===== config.mk =====
export PLATFORM = sky130hd
export DESIGN_NAME = pure_literal_tracker_top
export DESIGN_NICKNAME = d
export VERILOG_FILES = /design/src/rtl/core/plt_pkg.sv /design/src/rtl/core/pure_literal_tracker_top.sv
export SDC_FILE = /design/constraint.sdc
export NUM_CORES = 2
export LEC_CHECK = 0
export ABC_AREA = 1
export BUFFER_PORTS_ARGS = -buffer_cell sky130_fd_sc_hd__buf_2
export CAP_MARGIN = 20
export CORE_ASPECT_RATIO = 2
export CORE_MARGIN = 4
export CORE_UTILIZATION = 54
export CTS_CLUSTER_DIAMETER = 150
export CTS_CLUSTER_SIZE = 8
export DETAILED_ROUTE_END_ITERATION = 8
export PLACE_DENSITY = 0.69
export SETUP_SLACK_MARGIN = 0.02
export SKIP_LAST_GASP = 1
export SYNTH_ARGS = -nofsm -noshare
export SYNTH_HDL_FRONTEND = slang
export SYNTH_SLANG_ARGS = --single-unit

===== constraint.sdc =====
create_clock -name clk -period 5.09 [get_ports clk]
set_input_delay 1.018 -clock clk [delete_from_list [all_inputs] [get_ports clk]]
set_output_delay 1.018 -clock clk [all_outputs]
set_load 0.005 [all_outputs]

===== src/rtl/core/plt_pkg.sv =====
// Package for the pure-literal tracker: store sizes, derived widths and opcodes.
// No dependencies; imported by pure_literal_tracker_top and plt_checker.
package plt_pkg;

    localparam int STORE_DEPTH  = 64;
    localparam int LITERAL_BITS = 16;

    localparam int ADDR_W  = $clog2(STORE_DEPTH);
    localparam int FILL_W  = $clog2(STORE_DEPTH + 1);
    localparam int COUNT_W = 7;

    localparam logic OP_ADD   = 1'b0;
    localparam logic OP_CLEAR = 1'b1;

    typedef logic [LITERAL_BITS-1:0] lit_t;
    typedef logic [FILL_W-1:0]       fill_t;
    typedef logic [ADDR_W-1:0]       addr_t;

endpackage


===== src/rtl/core/pure_literal_tracker_top.sv =====
// Pure-literal candidate tracker, top level: sequencer, candidate and closed memories,
// output register. Depends on plt_pkg.
//
// Each transfer in gives exactly one result. An add walks the closed store one entry a
// cycle, then the candidate store one entry a cycle, and on a removal compacts the tail of
// the candidate store past the match one entry a cycle through the single-port read path
// of that memory; a final read fetches the newest candidate. Either scan stops early on a
// match; the stores hold 64 entries each. A result waiting in the output register delays
// the next one. One item is in work at a time; the next input transfer is taken while the
// previous result still waits in the output register.
module pure_literal_tracker_top
    import plt_pkg::*;
(
    input  logic                           clk,
    input  logic                           rst_n,
    input  logic                           in_valid,
    output logic                           in_ready,
    input  logic                           opcode,
    input  logic signed [LITERAL_BITS-1:0] literal,
    output logic                           out_valid,
    input  logic                           out_ready,
    output logic signed [LITERAL_BITS-1:0] pure_candidate,
    output logic [COUNT_W-1:0]             candidate_count,
    output logic [COUNT_W-1:0]             closed_count,
    output logic                           overflow
);

    localparam logic [2:0] ST_IDLE  = 3'd0;
    localparam logic [2:0] ST_CSCAN = 3'd1;
    localparam logic [2:0] ST_KSCAN = 3'd2;
    localparam logic [2:0] ST_SHIFT = 3'd3;
    localparam logic [2:0] ST_TOP   = 3'd4;
    localparam logic [2:0] ST_FIN   = 3'd5;

    logic [2:0] state_reg, state_next;
    fill_t      idx_reg, idx_next;
    addr_t      rd_idx_reg, rd_idx_next;
    logic       rd_vld_reg, rd_vld_next;
    lit_t       lit_reg, lit_next;
    lit_t       opp_reg, opp_next;
    fill_t      cand_fill_reg, cand_fill_next;
    fill_t      clos_fill_reg, clos_fill_next;
    logic       ovf_reg, ovf_next;

    logic               out_valid_reg, out_valid_next;
    lit_t               out_cand_reg, out_cand_next;
    logic [COUNT_W-1:0] out_ccnt_reg, out_ccnt_next;
    logic [COUNT_W-1:0] out_xcnt_reg, out_xcnt_next;
    logic               out_ovf_reg, out_ovf_next;

    lit_t cand_mem [STORE_DEPTH];
    lit_t clos_mem [STORE_DEPTH];
    lit_t cand_rdata_reg;
    lit_t clos_rdata_reg;

    logic  cand_we, cand_re, clos_we, clos_re;
    addr_t cand_waddr, cand_raddr, clos_raddr, clos_waddr;
    lit_t  cand_wdata;
    fill_t top_idx;
    logic  c_hit, k_opp, k_lit;

    assign top_idx = cand_fill_reg - fill_t'(1);
    assign c_hit   = rd_vld_reg && (clos_rdata_reg == lit_reg || clos_rdata_reg == opp_reg);
    assign k_opp   = rd_vld_reg && (cand_rdata_reg == opp_reg);
    assign k_lit   = rd_vld_reg && (cand_rdata_reg == lit_reg);

    always_comb
    begin
        state_next     = state_reg;
        idx_next       = idx_reg;
        rd_idx_next    = rd_idx_reg;
        rd_vld_next    = rd_vld_reg;
        lit_next       = lit_reg;
        opp_next       = opp_reg;
        cand_fill_next = cand_fill_reg;
        clos_fill_next = clos_fill_reg;
        ovf_next       = ovf_reg;
        out_valid_next = out_valid_reg;
        out_cand_next  = out_cand_reg;
        out_ccnt_next  = out_ccnt_reg;
        out_xcnt_next  = out_xcnt_reg;
        out_ovf_next   = out_ovf_reg;
        cand_we        = 1'b0;
        cand_re        = 1'b0;
        cand_waddr     = cand_fill_reg[ADDR_W-1:0];
        cand_raddr     = idx_reg[ADDR_W-1:0];
        cand_wdata     = lit_reg;
        clos_we        = 1'b0;
        clos_re        = 1'b0;
        clos_waddr     = clos_fill_reg[ADDR_W-1:0];
        clos_raddr     = idx_reg[ADDR_W-1:0];
        in_ready       = (state_reg == ST_IDLE);

        if (out_valid_reg && out_ready)
        begin
            out_valid_next = 1'b0;
        end

        unique case (state_reg)
            ST_IDLE:
            begin
                if (in_valid)
                begin
                    lit_next    = lit_t'(literal);
                    opp_next    = ~lit_t'(literal) + lit_t'(1);
                    ovf_next    = 1'b0;
                    idx_next    = '0;
                    rd_vld_next = 1'b0;
                    if (opcode == OP_CLEAR)
                    begin
                        cand_fill_next = '0;
                        clos_fill_next = '0;
                        state_next     = ST_TOP;
                    end
                    else
                    begin
                        state_next = ST_CSCAN;
                    end
                end
            end
            ST_CSCAN:
            begin
                if (c_hit)
                begin
                    state_next = ST_TOP;
                end
                else if (idx_reg < clos_fill_reg)
                begin
                    clos_re     = 1'b1;
                    rd_idx_next = idx_reg[ADDR_W-1:0];
                    idx_next    = idx_reg + fill_t'(1);
                    rd_vld_next = 1'b1;
                end
                else
                begin
                    idx_next    = '0;
                    rd_vld_next = 1'b0;
                    state_next  = ST_KSCAN;
                end
            end
            ST_KSCAN:
            begin
                if (k_opp)
                begin
                    idx_next    = fill_t'(rd_idx_reg) + fill_t'(1);
                    rd_vld_next = 1'b0;
                    state_next  = ST_SHIFT;
                end
                else if (k_lit)
                begin
                    state_next = ST_TOP;
                end
                else if (idx_reg < cand_fill_reg)
                begin
                    cand_re     = 1'b1;
                    rd_idx_next = idx_reg[ADDR_W-1:0];
                    idx_next    = idx_reg + fill_t'(1);
                    rd_vld_next = 1'b1;
                end
                else
                begin
                    // not listed in either polarity: append
                    if (cand_fill_reg < fill_t'(STORE_DEPTH))
                    begin
                        cand_we        = 1'b1;
                        cand_fill_next = cand_fill_reg + fill_t'(1);
                    end
                    else
                    begin
                        ovf_next = 1'b1;
                    end
                    state_next = ST_TOP;
                end
            end
            ST_SHIFT:
            begin
                if (rd_vld_reg)
                begin
                    cand_we    = 1'b1;
                    cand_waddr = rd_idx_reg - addr_t'(1);
                    cand_wdata = cand_rdata_reg;
                end
                if (idx_reg < cand_fill_reg)
                begin
                    cand_re     = 1'b1;
                    rd_idx_next = idx_reg[ADDR_W-1:0];
                    idx_next    = idx_reg + fill_t'(1);
                    rd_vld_next = 1'b1;
                end
                else
                begin
                    rd_vld_next    = 1'b0;
                    cand_fill_next = cand_fill_reg - fill_t'(1);
                    if (clos_fill_reg < fill_t'(STORE_DEPTH))
                    begin
                        clos_we        = 1'b1;
                        clos_fill_next = clos_fill_reg + fill_t'(1);
                    end
                    else
                    begin
                        ovf_next = 1'b1;
                    end
                    state_next = ST_TOP;
                end
            end
            ST_TOP:
            begin
                cand_raddr = top_idx[ADDR_W-1:0];
                cand_re    = (cand_fill_reg != '0);
                state_next = ST_FIN;
            end
            ST_FIN:
            begin
                if (!out_valid_reg || out_ready)
                begin
                    out_valid_next = 1'b1;
                    out_cand_next  = (cand_fill_reg == '0) ? lit_t'(0) : cand_rdata_reg;
                    out_ccnt_next  = COUNT_W'(cand_fill_reg);
                    out_xcnt_next  = COUNT_W'(clos_fill_reg);
                    out_ovf_next   = ovf_reg;
                    state_next     = ST_IDLE;
                end
            end
            default:
            begin
                state_next = ST_IDLE;
            end
        endcase
    end

    always_ff @(posedge clk or negedge rst_n)
    begin
        if (!rst_n)
        begin
            state_reg     <= ST_IDLE;
            idx_reg       <= '0;
            rd_vld_reg    <= 1'b0;
            cand_fill_reg <= '0;
            clos_fill_reg <= '0;
            ovf_reg       <= 1'b0;
            out_valid_reg <= 1'b0;
        end
        else
        begin
            state_reg     <= state_next;
            idx_reg       <= idx_next;
            rd_vld_reg    <= rd_vld_next;
            cand_fill_reg <= cand_fill_next;
            clos_fill_reg <= clos_fill_next;
            ovf_reg       <= ovf_next;
            out_valid_reg <= out_valid_next;
        end
    end

    always_ff @(posedge clk)
    begin
        rd_idx_reg   <= rd_idx_next;
        lit_reg      <= lit_next;
        opp_reg      <= opp_next;
        out_cand_reg <= out_cand_next;
        out_ccnt_reg <= out_ccnt_next;
        out_xcnt_reg <= out_xcnt_next;
        out_ovf_reg  <= out_ovf_next;
    end

    // candidate store: one write, one registered read
    always_ff @(posedge clk)
    begin
        if (cand_we)
        begin
            cand_mem[cand_waddr] <= cand_wdata;
        end
        if (cand_re)
        begin
            cand_rdata_reg <= cand_mem[cand_raddr];
        end
    end

    // closed store
    always_ff @(posedge clk)
    begin
        if (clos_we)
        begin
            clos_mem[clos_waddr] <= lit_reg;
        end
        if (clos_re)
        begin
            clos_rdata_reg <= clos_mem[clos_raddr];
        end
    end

    assign out_valid       = out_valid_reg;
    assign pure_candidate  = out_cand_reg;
    assign candidate_count = out_ccnt_reg;
    assign closed_count    = out_xcnt_reg;
    assign overflow        = out_ovf_reg;

endmodule


==> parameters.txt <==
Parameter                              Value

Timing
  Min Clock Period, post-route ... just over 4 ns
  Max Freq ... 0.248 GHz
  Number of pins exceeding their max-slew limit in the final report ... 0
  Fin. Hold Viols ... 0
  Final Skew ... between 0.04 and 0.05 ns
  Max transition margin ... about 18%
  Smallest setup slack after layout ... 1.07 ns
  Slew at the pin with the worst max-slew slack ... 1.22 ns
  Number of failing setup endpoints in the final timing report ... 0
  Final period utilization ... about four fifths
  Tightest hold margin ... around 0.24 ns
  Total Negative Setup Slacks ... 0 ns
  Setup repair after global routing missed its margin ... no

Setup path
  Standard cell with the maximum stage delay on the critical path ... sky130_fd_sc_hd__dfrtp_4
  Worst path arrival time ... 4.58 ns
  Peak fanout along the critical path ... 100
  Crit-path cells ... inv_8 -> nand2_2 -> nand2_8 -> buf_12 -> buf_12 -> buf_4 -> nand2_1 -> nand3_1 -> nand3_1 -> nand3_1 -> nand3_1 -> nand3_1 -> nand2_1
  Worst setup path class ... reg -> reg
  Data required time of the critical path ... around 5.7 ns
  Worst path max stage delay ... 0.71 ns
  Most frequent cell on the critical path ... sky130_fd_sc_hd__nand3_1
  Category of the worst setup path capture point ... flop
  Type of origin of the critical path ... flop

Cells and area
  Post-layout nets ... 8494
  Layout cell share with drive strength beyond 1 ... between 8 and 9%
  Area delta synth->final ... 13.5%
  Regs by FF count ... cand_mem x1024, clos_mem x1024
  Cell area after layout ... ~100000 um2
  Final standard cell count with taps included and fillers excluded ... about 11000
  Filler cell count in the final layout ... approximately 13000
  Post-route core utilization ... about 62%

Detailed routing
  First-pass DRT Iterations ... 6
  Total wirelength of the detailed-routed design ... approximately 290 mm
  Wire length per cell ... roughly 27 um
  Post-detailed-route DRC marker count ... 0
  Routed vias ... ~65000
  Final ANT Viol Nets ... 0
  Starting DRC count in detailed routing ... about 7200
  Drt via density ... 6.03

Pwr
  Sequential group share of total power ... 36.4%
  Clock power frac ... a little under a third
  Switching Share ... a little under two fifths
  Net Sw Power ... 22.8 mW
  Maximum ir drop on the vdd rail ... 0.626 mV
  Tot Pwr ... 60.1 mW
  Power density over the cells ... roughly 570 nW/um2
  Fraction of power consumed by combinational cells ... approximately a third
  Internal Dissipation ... 37.3 mW
  LEAKAGE ... between 40 and 50 nW

Global routing
  Number of global-route vias before repair ... between 60000 and 70000
  Maximum number of pins on one net before global-route repair ... 200
  Global-route wire length before repair ... a little over 400 mm
  GRT Util Overall ... 31.9%
  Overflow left after global routing ... 0
  Antenna violations before repair ... 18

Status
  Outcome ... finished, final reports clean

Clock tree
  H-tree levels ... 5
  Post-cts gate resize count ... 0
  Post CTS Setup Buffer Count ... 0
  Root buf cell ... sky130_fd_sc_hd__clkbuf_16
  Number of clock sinks seen by CTS ... 2175
  Clock tree from TritonCTS ... built
  Total CTS buffers ... around 310
  Clock transition at the registers of the reported paths ... about 0.050 ns
  Cts-stage hold buffer count ... 0
  Deepest clock path buffer count ... 4
  Clock insertion delay at the later pin of the skew report ... between 0.8 and 0.9 ns

Hold path
  Type of the worst min-delay path ... in -> async

Floorplan
  Area of the die ... approximately 180000 um2
  I/O pin total ... 54
  Count of standard-cell rows ... 214
  Width of the chip ... approximately 300 um
  Floorplan core area ... 170000 um2
  Initial Util ... between 50% and 60%
  Die boundary height ... about 600 um

Yosys
  Mean cell area of the mapped netlist ... 11.2 um2
  Synth warnings ... 0
  Number of enable flip-flop cells after synthesis ... roughly 2100
  Count of state elements after synthesis ... 2175
  Fraction of synthesis flops using an asynchronous set or reset pin ... between 1 and 1.5%
  Combined area of all synthesized cells ... around 90000 um2
  Largest cells by area after synthesis ... sky130_fd_sc_hd__edfxtp_1 (70%), sky130_fd_sc_hd__nand3_1 (6.8%), sky130_fd_sc_hd__nand2_1 (5.6%)
  Number of distinct library cell variants in the gate-level netlist after synthesis ... 38
  Sequential element share of the synthesized area ... a little over two thirds
  Most instantiated flip-flop cell in the synthesis netlist ... sky130_fd_sc_hd__edfxtp_1
  Area fraction of the dominant cell type after synthesis ... a little over two thirds
  Yosys top cell by area ... sky130_fd_sc_hd__edfxtp_1
  Post-synth net total ... approximately 8300
  Synthesized instance count ... between 8000 and 9000

Flow run
  Number of violations of the max-capacitance limit ... 0

Place
  Pre-CTS WS ... about 1.1 ns
  Total placed instance area ... 96300 um2
  PortBufs ... 53
  Routability congestion estimate from global placement ... 0.975
  Detailed Place HPWL ... ~180 mm
  Total instance count after detailed placement ... between 10000 and 15000
[final cells by class]
| class | instances | area (um2) | area share, % |
|---|---|---|---|
| Sequential cell | 2175 | 65200 | 62.2 |
| Multi-Input combinational cell | 4515 | 21200 | 20.3 |
| Clock buffer | 352 | 8090 | 7.72 |
| Inverter | 1104 | 4160 | 3.97 |
| Timing Repair Buffer | 344 | 2980 | 2.84 |
| Tap cell | 2268 | 2840 | 2.71 |
| Clock inverter | 16 | 262 | 0.250 |
| Antenna cell | 5 | 12.5 | 0.0119 |
[synth_stat cells (all sizes together), types with 27 or more instances]
library cell,instances
dfrtp,27
o211ai,50
a21oi,75
o21ai,565
o22ai,157
nand3,1264
edfxtp,2148
inv,1099
nor2,815
nand2,1380
o221ai,82
xor2,37
clkbuf,237
buf,221
[path summary, 6_finish.rpt]
check                                 start                  to  slack [ns]  cells past startpoint
setup reg to reg                 idx_reg[0]  cand_rdata_reg[15]        1.07                     13
max in group asynchronous             rst_n          idx_reg[2]        4.28                      1
hold reg to reg            cand_fill_reg[6]  candidate_count[6]        0.54                      0
hold / removal                        rst_n          rd_vld_reg        0.24                      1
setup / recovery                 idx_reg[0]  cand_rdata_reg[15]        1.07                     13
min in group clk                  out_ready           out_valid        0.41                      2
[placed cells by master (no fill, tap or decap), types with 6 or more instances in the layout]
| cell type | synthesis | final |
|---|---|---|
| sky130_fd_sc_hd__edfxtp_1 | 2148 | 2148 |
| sky130_fd_sc_hd__nand2_1 | 1375 | 1373 |
| sky130_fd_sc_hd__nand3_1 | 1262 | 1262 |
| sky130_fd_sc_hd__inv_1 | 1090 | 1083 |
| sky130_fd_sc_hd__nor2_1 | 812 | 809 |
| sky130_fd_sc_hd__o21ai_0 | 556 | 540 |
| sky130_fd_sc_hd__clkbuf_16 | 0 | 318 |
| sky130_fd_sc_hd__buf_4 | 5 | 250 |
| sky130_fd_sc_hd__o22ai_1 | 157 | 157 |
| sky130_fd_sc_hd__o221ai_1 | 82 | 82 |
| sky130_fd_sc_hd__a21oi_1 | 75 | 75 |
| sky130_fd_sc_hd__buf_2 | 173 | 53 |
| sky130_fd_sc_hd__o211ai_1 | 50 | 50 |
| sky130_fd_sc_hd__buf_12 | 0 | 39 |
| sky130_fd_sc_hd__xor2_1 | 37 | 37 |
| sky130_fd_sc_hd__clkbuf_1 | 237 | 34 |
| sky130_fd_sc_hd__dfrtp_1 | 27 | 24 |
| sky130_fd_sc_hd__xnor2_1 | 20 | 20 |
| sky130_fd_sc_hd__ha_1 | 20 | 20 |
| sky130_fd_sc_hd__o21ai_4 | 1 | 19 |
| sky130_fd_sc_hd__nor3_1 | 17 | 17 |
| sky130_fd_sc_hd__nand4_1 | 17 | 17 |
| sky130_fd_sc_hd__inv_2 | 9 | 10 |
| sky130_fd_sc_hd__clkinv_1 | 5 | 7 |
| sky130_fd_sc_hd__inv_6 | 0 | 6 |
| sky130_fd_sc_hd__clkinv_8 | 0 | 6 |
[power groups by stage]
stage               clock network, mW  registers, mW  logic (mW)
global route                     19.2           21.9        21.2
floorplan                           0           22.1        11.1
detailed placement                  0           22.2        19.3
CTS                              18.4           21.8        19.4
global placement                    0           22.2        19.1
finish                           18.3           21.9        20.0
[routing by layer]
metal | track usage [%] | share of wire, %
met1 | 33.5 | 31
met2 | 54.6 | 50
met3 | 5.40 | 7.7
met4 | 29.3 | 11
met5 | 0 | 0.0056
[worst max-delay path, delay by kind of cell, from the launching register on]
| kind | cells | cell delay [ns] |
|---|---|---|
| buffers and inverters | 4 | 1.33 |
| and+or+nand+nor | 9 | 1.63 |
| DFF | 1 | 0.71 |
[cells by family after synthesis]
group	Yosys count	share of synthesized area (%)
AOI/OAI and AO/OA	935	5.80
xor gates and xnor gates	57	0.541
adders and majority gates	20	0.271
buffers and inverters	1562	6.63
DFF	2175	70.7
and+or+nand+nor	3503	16.1
No activity file was read; power rests on OpenSTA's default activity.
